--- src/hw/rtl/truncating_soft_float_alu_defines.svh ---
// assertion macros for the truncating soft float alu
`ifndef TRUNCATING_SOFT_FLOAT_ALU_DEFINES_SVH
`define TRUNCATING_SOFT_FLOAT_ALU_DEFINES_SVH
`ifndef NO_ASSERTIONS
`define TSF_ASSERT_IMPL(lbl, clk, rst_n, prop, msg) \
    lbl: assert property (@(posedge clk) disable iff (!rst_n) (prop)) else $error(msg);
`define TSF_ASSERT_NEXT(lbl, clk, rst_n, ante, cons, msg) \
    lbl: assert property (@(posedge clk) disable iff (!rst_n) (ante) |=> (cons)) else $error(msg);
`else
`define TSF_ASSERT_IMPL(lbl, clk, rst_n, prop, msg)
`define TSF_ASSERT_NEXT(lbl, clk, rst_n, ante, cons, msg)
`endif
`endif

--- src/hw/rtl/tsfalu_pkg.sv ---
// shared types, codes and arithmetic helpers for the truncating soft float alu
package tsfalu_pkg;

    localparam int unsigned CyclesMax = 64;

    localparam logic [31:0] SignMask = 32'h8000_0000;
    localparam logic [31:0] ExpMask  = 32'h7F80_0000;
    localparam logic [31:0] MantMask = 32'h007F_FFFF;
    localparam logic [31:0] ExpOne   = 32'h0080_0000;
    localparam logic [31:0] ExpBias  = 32'h3F80_0000;
    localparam logic [31:0] MaxGap   = 32'h0B80_0000;

    typedef enum logic [2:0] {
        K_ADD  = 3'd0,
        K_SUB  = 3'd1,
        K_MUL  = 3'd2,
        K_I2F  = 3'd3,
        K_F2I  = 3'd4,
        K_POW  = 3'd5
    } t_kind;

    function automatic logic [5:0] lead_zeros(input logic [31:0] v);
        logic [5:0] n;
        logic       found;
        n = 6'd32;
        found = 1'b0;
        for (int i = 31; i >= 0; i--) begin
            if (!found && v[i]) begin
                n = 6'(31 - i);
                found = 1'b1;
            end
        end
        return n;
    endfunction

    function automatic logic [31:0] signed_mant(input logic [31:0] v);
        logic [31:0] m;
        m = ((v & MantMask) | ExpOne) << 1;
        return v[31] ? (32'd0 - m) : m;
    endfunction

endpackage

--- src/hw/rtl/truncating_soft_float_alu.sv ---
// truncating soft float alu: add, sub, mul, int/float conversion, power by squaring
// add, sub, int-to-float, float-to-int and unused kinds: accept, then S_ALU, then S_OUT with valid
// multiply: accept, then S_MULX, S_MULW and S_OUT; power: one square per exponent bit plus one
// multiply per set bit, each via S_POWS, S_MULX and S_MULW, so up to 64 multiplies; one shared 32x32 multiplier
// one transaction at a time: stall is high from accept until the result is taken
// reset: synchronous active low, clears the sequencer and output valid
`include "truncating_soft_float_alu_defines.svh"
module truncating_soft_float_alu (
    input  logic        i_clk,
    input  logic        i_rst_n,
    input  logic        i_valid,
    output logic        o_stall,
    input  logic [2:0]  i_kind,
    input  logic [31:0] i_operand_a,
    input  logic [31:0] i_operand_b,
    output logic        o_valid,
    input  logic        i_stall,
    output logic [31:0] o_result_bits
);

    typedef enum logic [5:0] {
        S_IDLE  = 6'b000001,
        S_ALU   = 6'b000010,
        S_MULX  = 6'b000100,
        S_MULW  = 6'b001000,
        S_POWS  = 6'b010000,
        S_OUT   = 6'b100000
    } t_state;

    t_state      r_state, n_state;
    logic [2:0]  r_kind;
    logic [31:0] r_a, r_b, r_acc, r_res, r_out;
    logic [31:0] n_a, n_b, n_acc, n_res, n_out;
    logic        r_pow_sq, n_pow_sq;      // power: current multiply is the squaring
    logic [31:0] r_ma, r_mb, n_ma, n_mb;  // multiply operands in flight
    logic [63:0] r_prod;

    assign o_stall = (r_state != S_IDLE);
    assign o_valid = (r_state == S_OUT);
    assign o_result_bits = r_out;

    // --- shared multiplier: registered product of the aligned mantissas
    always_ff @(posedge i_clk) begin
        r_prod <= {32'd0, tsfalu_pkg::SignMask | {r_ma[22:0], 8'd0}}
                * {32'd0, tsfalu_pkg::SignMask | {r_mb[22:0], 8'd0}};
    end

    // --- multiply finish from registered product
    logic [31:0] mul_res;
    always_comb begin
        logic [31:0] sign, expa, expb, mana, manb, ex, hi, res, norm;
        sign = (r_ma ^ r_mb) & tsfalu_pkg::SignMask;
        expa = r_ma & tsfalu_pkg::ExpMask;
        expb = r_mb & tsfalu_pkg::ExpMask;
        mana = r_ma & tsfalu_pkg::MantMask;
        manb = r_mb & tsfalu_pkg::MantMask;
        ex   = expa + expb - tsfalu_pkg::ExpBias;
        hi   = r_prod[63:32];
        norm = {31'd0, hi[31]};
        if (mana != 32'd0 && manb != 32'd0) begin
            res = (((hi >> norm) >> 7) & tsfalu_pkg::MantMask) | ((norm << 23) + ex) | sign;
        end else if (expa == 32'd0 || expb == 32'd0) begin
            res = 32'd0;
        end else begin
            res = ex | mana | manb | sign;
        end
        if (((ex - tsfalu_pkg::ExpOne) & tsfalu_pkg::SignMask) != 32'd0) begin
            res = 32'd0;
        end
        mul_res = res;
    end

    // --- add, conversions
    logic [31:0] alu_res;
    always_comb begin
        logic [31:0] va, vb, expa, expb, ma, mb, ex, sum, sign, v, m, e;
        logic [5:0]  lz;
        logic [31:0] sh;
        va = r_a;
        vb = (r_kind == tsfalu_pkg::K_SUB) ? (r_b ^ tsfalu_pkg::SignMask) : r_b;
        expa = va & tsfalu_pkg::ExpMask;
        expb = vb & tsfalu_pkg::ExpMask;
        ma = tsfalu_pkg::signed_mant(va);
        mb = tsfalu_pkg::signed_mant(vb);
        ex = 32'd0; sum = 32'd0; sign = 32'd0; v = 32'd0; m = 32'd0; e = 32'd0;
        lz = 6'd0; sh = 32'd0;
        alu_res = 32'd0;
        case (r_kind) inside
            tsfalu_pkg::K_ADD, tsfalu_pkg::K_SUB: begin
                if (expa == 32'd0) begin
                    alu_res = vb;
                end else if (expb == 32'd0) begin
                    alu_res = va;
                end else if (expb > expa && (expb - expa) >= tsfalu_pkg::MaxGap) begin
                    alu_res = vb;
                end else if (expb <= expa && (expa - expb) >= tsfalu_pkg::MaxGap) begin
                    alu_res = va;
                end else begin
                    if (expb > expa) begin
                        ex = expb;
                        ma = $signed(ma) >>> ((expb - expa) >> 23);
                    end else begin
                        ex = expa;
                        mb = $signed(mb) >>> ((expa - expb) >> 23);
                    end
                    sum = ma + mb;
                    if (sum == 32'd0) begin
                        alu_res = 32'd0;
                    end else begin
                        sign = sum & tsfalu_pkg::SignMask;
                        if (sign != 32'd0) sum = 32'd0 - sum;
                        lz = tsfalu_pkg::lead_zeros(sum);
                        sh = 32'd8 - {26'd0, lz};
                        if (lz <= 6'd8) sum = sum >> (6'd8 - lz);
                        else sum = sum << (lz - 6'd8);
                        alu_res = (((sh - 32'd1) << 23) + ex)
                                | (sum & tsfalu_pkg::MantMask) | sign;
                    end
                end
            end
            tsfalu_pkg::K_I2F: begin
                v = r_a;
                if (v != 32'd0) begin
                    sign = v & tsfalu_pkg::SignMask;
                    if (sign != 32'd0) v = 32'd0 - v;
                    lz = tsfalu_pkg::lead_zeros(v);
                    if (lz >= 6'd8) v = v << (lz - 6'd8);
                    else v = v >> (6'd8 - lz);
                    alu_res = ((32'd158 - {26'd0, lz}) << 23)
                            | (v & tsfalu_pkg::MantMask) | sign;
                end
            end
            tsfalu_pkg::K_F2I: begin
                e = {24'd0, r_a[30:23]};
                if (e >= 32'd127) begin
                    m = (r_a & tsfalu_pkg::MantMask) | tsfalu_pkg::ExpOne;
                    if (e <= 32'd150) m = m >> (32'd150 - e);
                    else m = m << ((e - 32'd150) & 32'd31);
                    alu_res = r_a[31] ? (32'd0 - m) : m;
                end
            end
            default: alu_res = 32'd0;
        endcase
    end

    // --- sequencer
    always_comb begin
        n_state = r_state;
        n_a = r_a; n_b = r_b; n_acc = r_acc; n_res = r_res; n_out = r_out;
        n_pow_sq = r_pow_sq; n_ma = r_ma; n_mb = r_mb;
        unique case (r_state)
            S_IDLE: begin
                if (i_valid) begin
                    n_a = i_operand_a;
                    n_b = i_operand_b;
                    n_ma = i_operand_a;
                    n_mb = i_operand_b;
                    if (i_kind == tsfalu_pkg::K_MUL) n_state = S_MULX;
                    else if (i_kind == tsfalu_pkg::K_POW) begin
                        n_acc = i_operand_a;
                        n_res = tsfalu_pkg::ExpBias;
                        n_state = S_POWS;
                    end else n_state = S_ALU;
                end
            end
            S_ALU: begin
                n_out = alu_res;
                n_state = S_OUT;
            end
            S_MULX: n_state = S_MULW;
            S_MULW: begin
                if (r_kind == tsfalu_pkg::K_MUL) begin
                    n_out = mul_res;
                    n_state = S_OUT;
                end else begin
                    if (r_pow_sq) begin
                        n_acc = mul_res;
                        n_b = r_b >> 1;
                    end else n_res = mul_res;
                    n_state = S_POWS;
                end
            end
            S_POWS: begin
                // pick next multiply: result*acc when the bit is set, then acc*acc; finish when b is zero
                if (r_b == 32'd0) begin
                    n_out = r_res;
                    n_state = S_OUT;
                end else if (r_b[0] && !r_pow_sq) begin
                    n_ma = r_res; n_mb = r_acc; n_pow_sq = 1'b1;
                    n_state = S_MULX;
                end else begin
                    n_ma = r_acc; n_mb = r_acc; n_pow_sq = 1'b1;
                    n_state = S_MULX;
                end
            end
            S_OUT: if (!i_stall) n_state = S_IDLE;
            default: n_state = S_IDLE;
        endcase
        // squaring flag: set means next multiply is the squaring step
        if (r_state == S_POWS && r_b != 32'd0) begin
            n_pow_sq = !(r_b[0] && !r_pow_sq);
        end
        if (r_state == S_MULW && r_kind == tsfalu_pkg::K_POW && r_pow_sq) n_pow_sq = 1'b0;
        if (r_state == S_MULW && r_kind == tsfalu_pkg::K_POW && !r_pow_sq) n_pow_sq = 1'b1;
        if (r_state == S_IDLE) n_pow_sq = 1'b0;
    end

    always_ff @(posedge i_clk) begin
        if (!i_rst_n) begin
            r_state <= S_IDLE;
            r_kind  <= tsfalu_pkg::K_ADD;
            r_pow_sq <= 1'b0;
        end else begin
            r_state <= n_state;
            r_pow_sq <= n_pow_sq;
            if (r_state == S_IDLE && i_valid) r_kind <= i_kind;
        end
        r_a <= n_a; r_b <= n_b; r_acc <= n_acc; r_res <= n_res; r_out <= n_out;
        r_ma <= n_ma; r_mb <= n_mb;
    end

    `TSF_ASSERT_IMPL(a_valid_state, i_clk, i_rst_n, o_valid == (r_state == S_OUT), "valid mismatch")
    `TSF_ASSERT_NEXT(a_mul_wait, i_clk, i_rst_n, r_state == S_MULX, r_state == S_MULW, "mul wait")
    `TSF_ASSERT_NEXT(a_out_hold, i_clk, i_rst_n, o_valid && i_stall, o_valid && $stable(o_result_bits), "out hold")
    `TSF_ASSERT_NEXT(a_pow_done, i_clk, i_rst_n, r_state == S_POWS && r_b == 32'd0, o_valid && o_result_bits == $past(r_res), "pow done")

endmodule
--- config.mk ---
export PLATFORM = sky130hd
export DESIGN_NAME = truncating_soft_float_alu
export DESIGN_NICKNAME = d
export VERILOG_FILES = /design/src/hw/rtl/tsfalu_pkg.sv /design/src/hw/rtl/truncating_soft_float_alu.sv
export VERILOG_INCLUDE_DIRS = /design/src /design/src/hw/rtl
export SDC_FILE = /design/constraint.sdc
export NUM_CORES = 2
export LEC_CHECK = 0
export ABC_CLOCK_PERIOD_IN_PS = 18400
export BUFFER_PORTS_ARGS = -buffer_cell sky130_fd_sc_hd__buf_2
export CAP_MARGIN = 15
export CORE_MARGIN = 1
export CORE_UTILIZATION = 50
export CTS_BUF_LIST = sky130_fd_sc_hd__clkbuf_8 sky130_fd_sc_hd__clkbuf_16
export DETAILED_ROUTE_END_ITERATION = 8
export PLACE_DENSITY_LB_ADDON = 0.1
export SYNTH_ARGS = -nofsm -noshare
export SYNTH_HDL_FRONTEND = slang
export SYNTH_SLANG_ARGS = --single-unit
--- constraint.sdc ---
create_clock -name i_clk -period 18.4 [get_ports i_clk]
set_input_delay 1.84 -clock i_clk [delete_from_list [all_inputs] [get_ports i_clk]]
set_output_delay 1.84 -clock i_clk [all_outputs]
set_load 0.01 [all_outputs]
==> flow_summary.ini <==
[setup_path]
critPathKind = flip-flop to flip-flop
cp_common_cell = a21oi_1
cpPeakStageDelay_ns = 1.01
required_ns = 18.77
cp.arrival_ns = 16.40
start_kind = flip-flop
end_kind = flip-flop
cp_max_fo = 41
cpMaxStageDelayCell = a2111oi_0

[cts]
cts-buffers-inserted = 27
clock-sinks = 259
clk_latency_ns = 0.64
cts_buffer_depth = 3
clk_pin_slew_ns = 0.07
cts_setup_buffers = 0
postCtsResizedCells = 0
cts_root_buf = clkbuf_16
tritoncts = done
htree_levels = 1
hold_buffers = 0

[synthesis]
netlist_area_sq_mm = 0.0497
synth_edf_count = 224
mappedNetlistNets = 7099
yosysUniqueCellTypes = 115
synth_warnings = 0
synthCells = 6283
synth_area_per_cell_sq_um = 7.91
ys_seq_elements = 259
ys.flop_type = edfxtp_1
yosysSeqAreaShare = 0.149
synth-async-reset-ratio = 0

[sta]
fin_crit_sh = 0.871
finalSetupTns_ns = 0
slew_violations = 0
tightest_slew_ns = 1.45
rsz0062_at_grt = no
setup_violations = 0
fin_skew_ns = 0.0477
final_hold_viol_count = 0
period_needed_ns = 16.03
slew_headroom = 0.0248
fmax_mhz = 62.4

[floorplanning]
start_util = 0.505
chipHeight_um = 317
fp-row-count = 115
die_area_sq_mm = 0.101
io_pins = 105
chipWidth_um = 317
core-area_sq_mm = 0.0984

[min_path]
hp-class = flip-flop to flip-flop

[detailed_routing]
wirelength_mm = 212
ant_nets = 0
routed-via-count = 49700
drcViolationCount = 0
vias_per_cell = 6.66
dr.pass1.iters = 9
wl_per_cell_um = 28.4
drtIter0Drc = 6703

[grt]
grt_max_degree = 72
grt_pass1_wl_mm = 308
antenna_found_initial = 16
grt_pass1_vias = 46000
overflow = 0
grt.total_usage = 0.413

[job]
max-cap-violations = 0

[cells_and_area]
nets = 6970
nFillCells = 9547
drive_gt1_frac = 0.0813
seq_area_sq_mm = 0.00743
syn_to_final_growth_pct = 5.86
multi_input_area_sq_mm = 0.0384

[placed_design]
io_buffers = 104
dp_hpwl_mm = 164
gp_congestion = 1.13

[outcome]
outcome = complete, no violations
critical path, delay by kind of cell (launching register included):
family                     cells  cell delay (ns)
and+or+nand+nor               13             3.56
muxes                          1             0.20
AOI/OAI and AO/OA             23             7.67
adders and majority gates      4             1.57
DFF                            1             0.77
xor gates and xnor gates       3             1.24
buffers and inverters          3             0.72
layer usage:
layer  vias to the layer above  track usage  wire length (um)
li1                      21500            -                 -
met1                     24400        0.589             88400
met2                      3172        0.585             86500
met3                       542        0.134             28200
met4                        16        0.139              8570
met5                         -            0               106
flip-flops by register name, summed over array words and instances, names as in the netlist, 6 cells and up:
signal and count:
o_result_bits 32, r_a 32, r_acc 32, r_b 32, r_ma 32, r_mb 32, r_prod 25, r_res 32
r_state 6
worst paths after layout:
path | cells past startpoint | from | to | slack, ns
worst max-delay path | 47 | r_a[25] | o_result_bits[28] | 2.37
worst min-delay path | 2 | r_acc[31] | r_mb[31] | 0.54
worst max register to register | 47 | r_a[25] | o_result_bits[28] | 2.37
worst min register to register | 2 | r_acc[31] | r_mb[31] | 0.54
Yosys cell counts (20+ instances only):
| cell | instances | share of area |
|---|---|---|
| o21ai_0 | 351 | 0.035 |
| a22oi_1 | 20 | 0.0030 |
| o221ai_1 | 28 | 0.0049 |
| a221oi_1 | 32 | 0.0056 |
| buf_2 | 23 | 0.0023 |
| nand4_1 | 21 | 0.0026 |
| mux4_2 | 27 | 0.012 |
| a31oi_1 | 56 | 0.0070 |
| mux2i_1 | 214 | 0.043 |
| or4_1 | 20 | 0.0030 |
| o22ai_1 | 49 | 0.0062 |
| edfxtp_1 | 224 | 0.14 |
| o21a_1 | 24 | 0.0036 |
| and3_1 | 25 | 0.0031 |
| nor3_1 | 124 | 0.012 |
| xnor2_1 | 146 | 0.026 |
| mux2_2 | 35 | 0.0079 |
| a21o_1 | 63 | 0.0095 |
| buf_1 | 39 | 0.0029 |
| nor4_1 | 49 | 0.0062 |
| a211oi_1 | 107 | 0.016 |
| or2_2 | 25 | 0.0031 |
| nor2_1 | 453 | 0.034 |
| fa_1 | 486 | 0.20 |
| ha_1 | 259 | 0.065 |
| nand2_1 | 947 | 0.071 |
| and2_1 | 251 | 0.032 |
| nand3_1 | 106 | 0.011 |
| nand2b_1 | 27 | 0.0034 |
| dfxtp_1 | 35 | 0.014 |
| o21ai_1 | 31 | 0.0031 |
| a21oi_1 | 351 | 0.035 |
| inv_1 | 622 | 0.047 |
| clkbuf_1 | 380 | 0.029 |
| o211ai_1 | 83 | 0.013 |
| or3_1 | 37 | 0.0047 |
| xor2_1 | 73 | 0.013 |
| o31ai_1 | 43 | 0.0065 |
final cells by class:
class                           instances  area share
Antenna cell                            4    0.000190
Clock buffer                           29      0.0134
Clock inverter                         21     0.00399
Inverter                              635      0.0453
Multi-Input combinational cell       4941       0.729
Sequential cell                       259       0.141
Tap cell                             1287      0.0306
Timing Repair Buffer                  290      0.0364
cells in the final DEF (no fill, tap or decap), types with 21 or more instances in the layout:
master	instances
and3_1	25
nand2b_1	26
a21oi_1	351
a21o_1	63
a221oi_1	30
o211ai_1	83
mux2i_1	214
buf_2	104
a211oi_1	106
inv_1	624
clkbuf_16	27
buf_4	186
xnor2_1	140
o22ai_1	48
a31oi_1	55
mux2_2	35
dfxtp_1	35
nor3_1	124
o221ai_1	28
o21ai_1	30
ha_1	258
nand3_1	106
nor2_1	452
or3_1	37
nand2_1	946
edfxtp_1	224
nand4_1	21
mux4_2	27
nor4_1	47
o31ai_1	43
and2_1	250
o21ai_0	351
o21a_1	24
fa_1	486
xor2_1	70
or2_2	25
kinds of logic after synthesis:
logic type | Yosys count | share of synthesized area
compound gates | 1518 | 0.201
xor+xnor | 219 | 0.0386
fa+ha+maj | 745 | 0.261
buf+inv | 1083 | 0.0831
flops | 259 | 0.149
mux | 284 | 0.0652
other cells | 1 | 0.0000754
simple gates | 2174 | 0.202
per-stage QoR:
step / instance area (sq um) / setup slack (ns) / util / hold slack, ns / cells
after global routing: 52600 / 1.71 / 0.535 / 0.572 / 7464
after CTS: 52600 / 3.04 / 0.535 / 0.541 / 7461
after detailed placement: 51700 / 3.05 / 0.525 / 0.525 / 7411
final: 52600 / 2.37 / 0.535 / 0.540 / 7466
after global placement: 51700 / 3.40 / 0.525 / 0.519 / 7411
after floorplan: 49700 / 5.39 / - / 0.470 / 6283
Power is left out: the tool's default activity adds up to more than one toggle a clock period on the data nets, which glitch-free logic cannot reach.
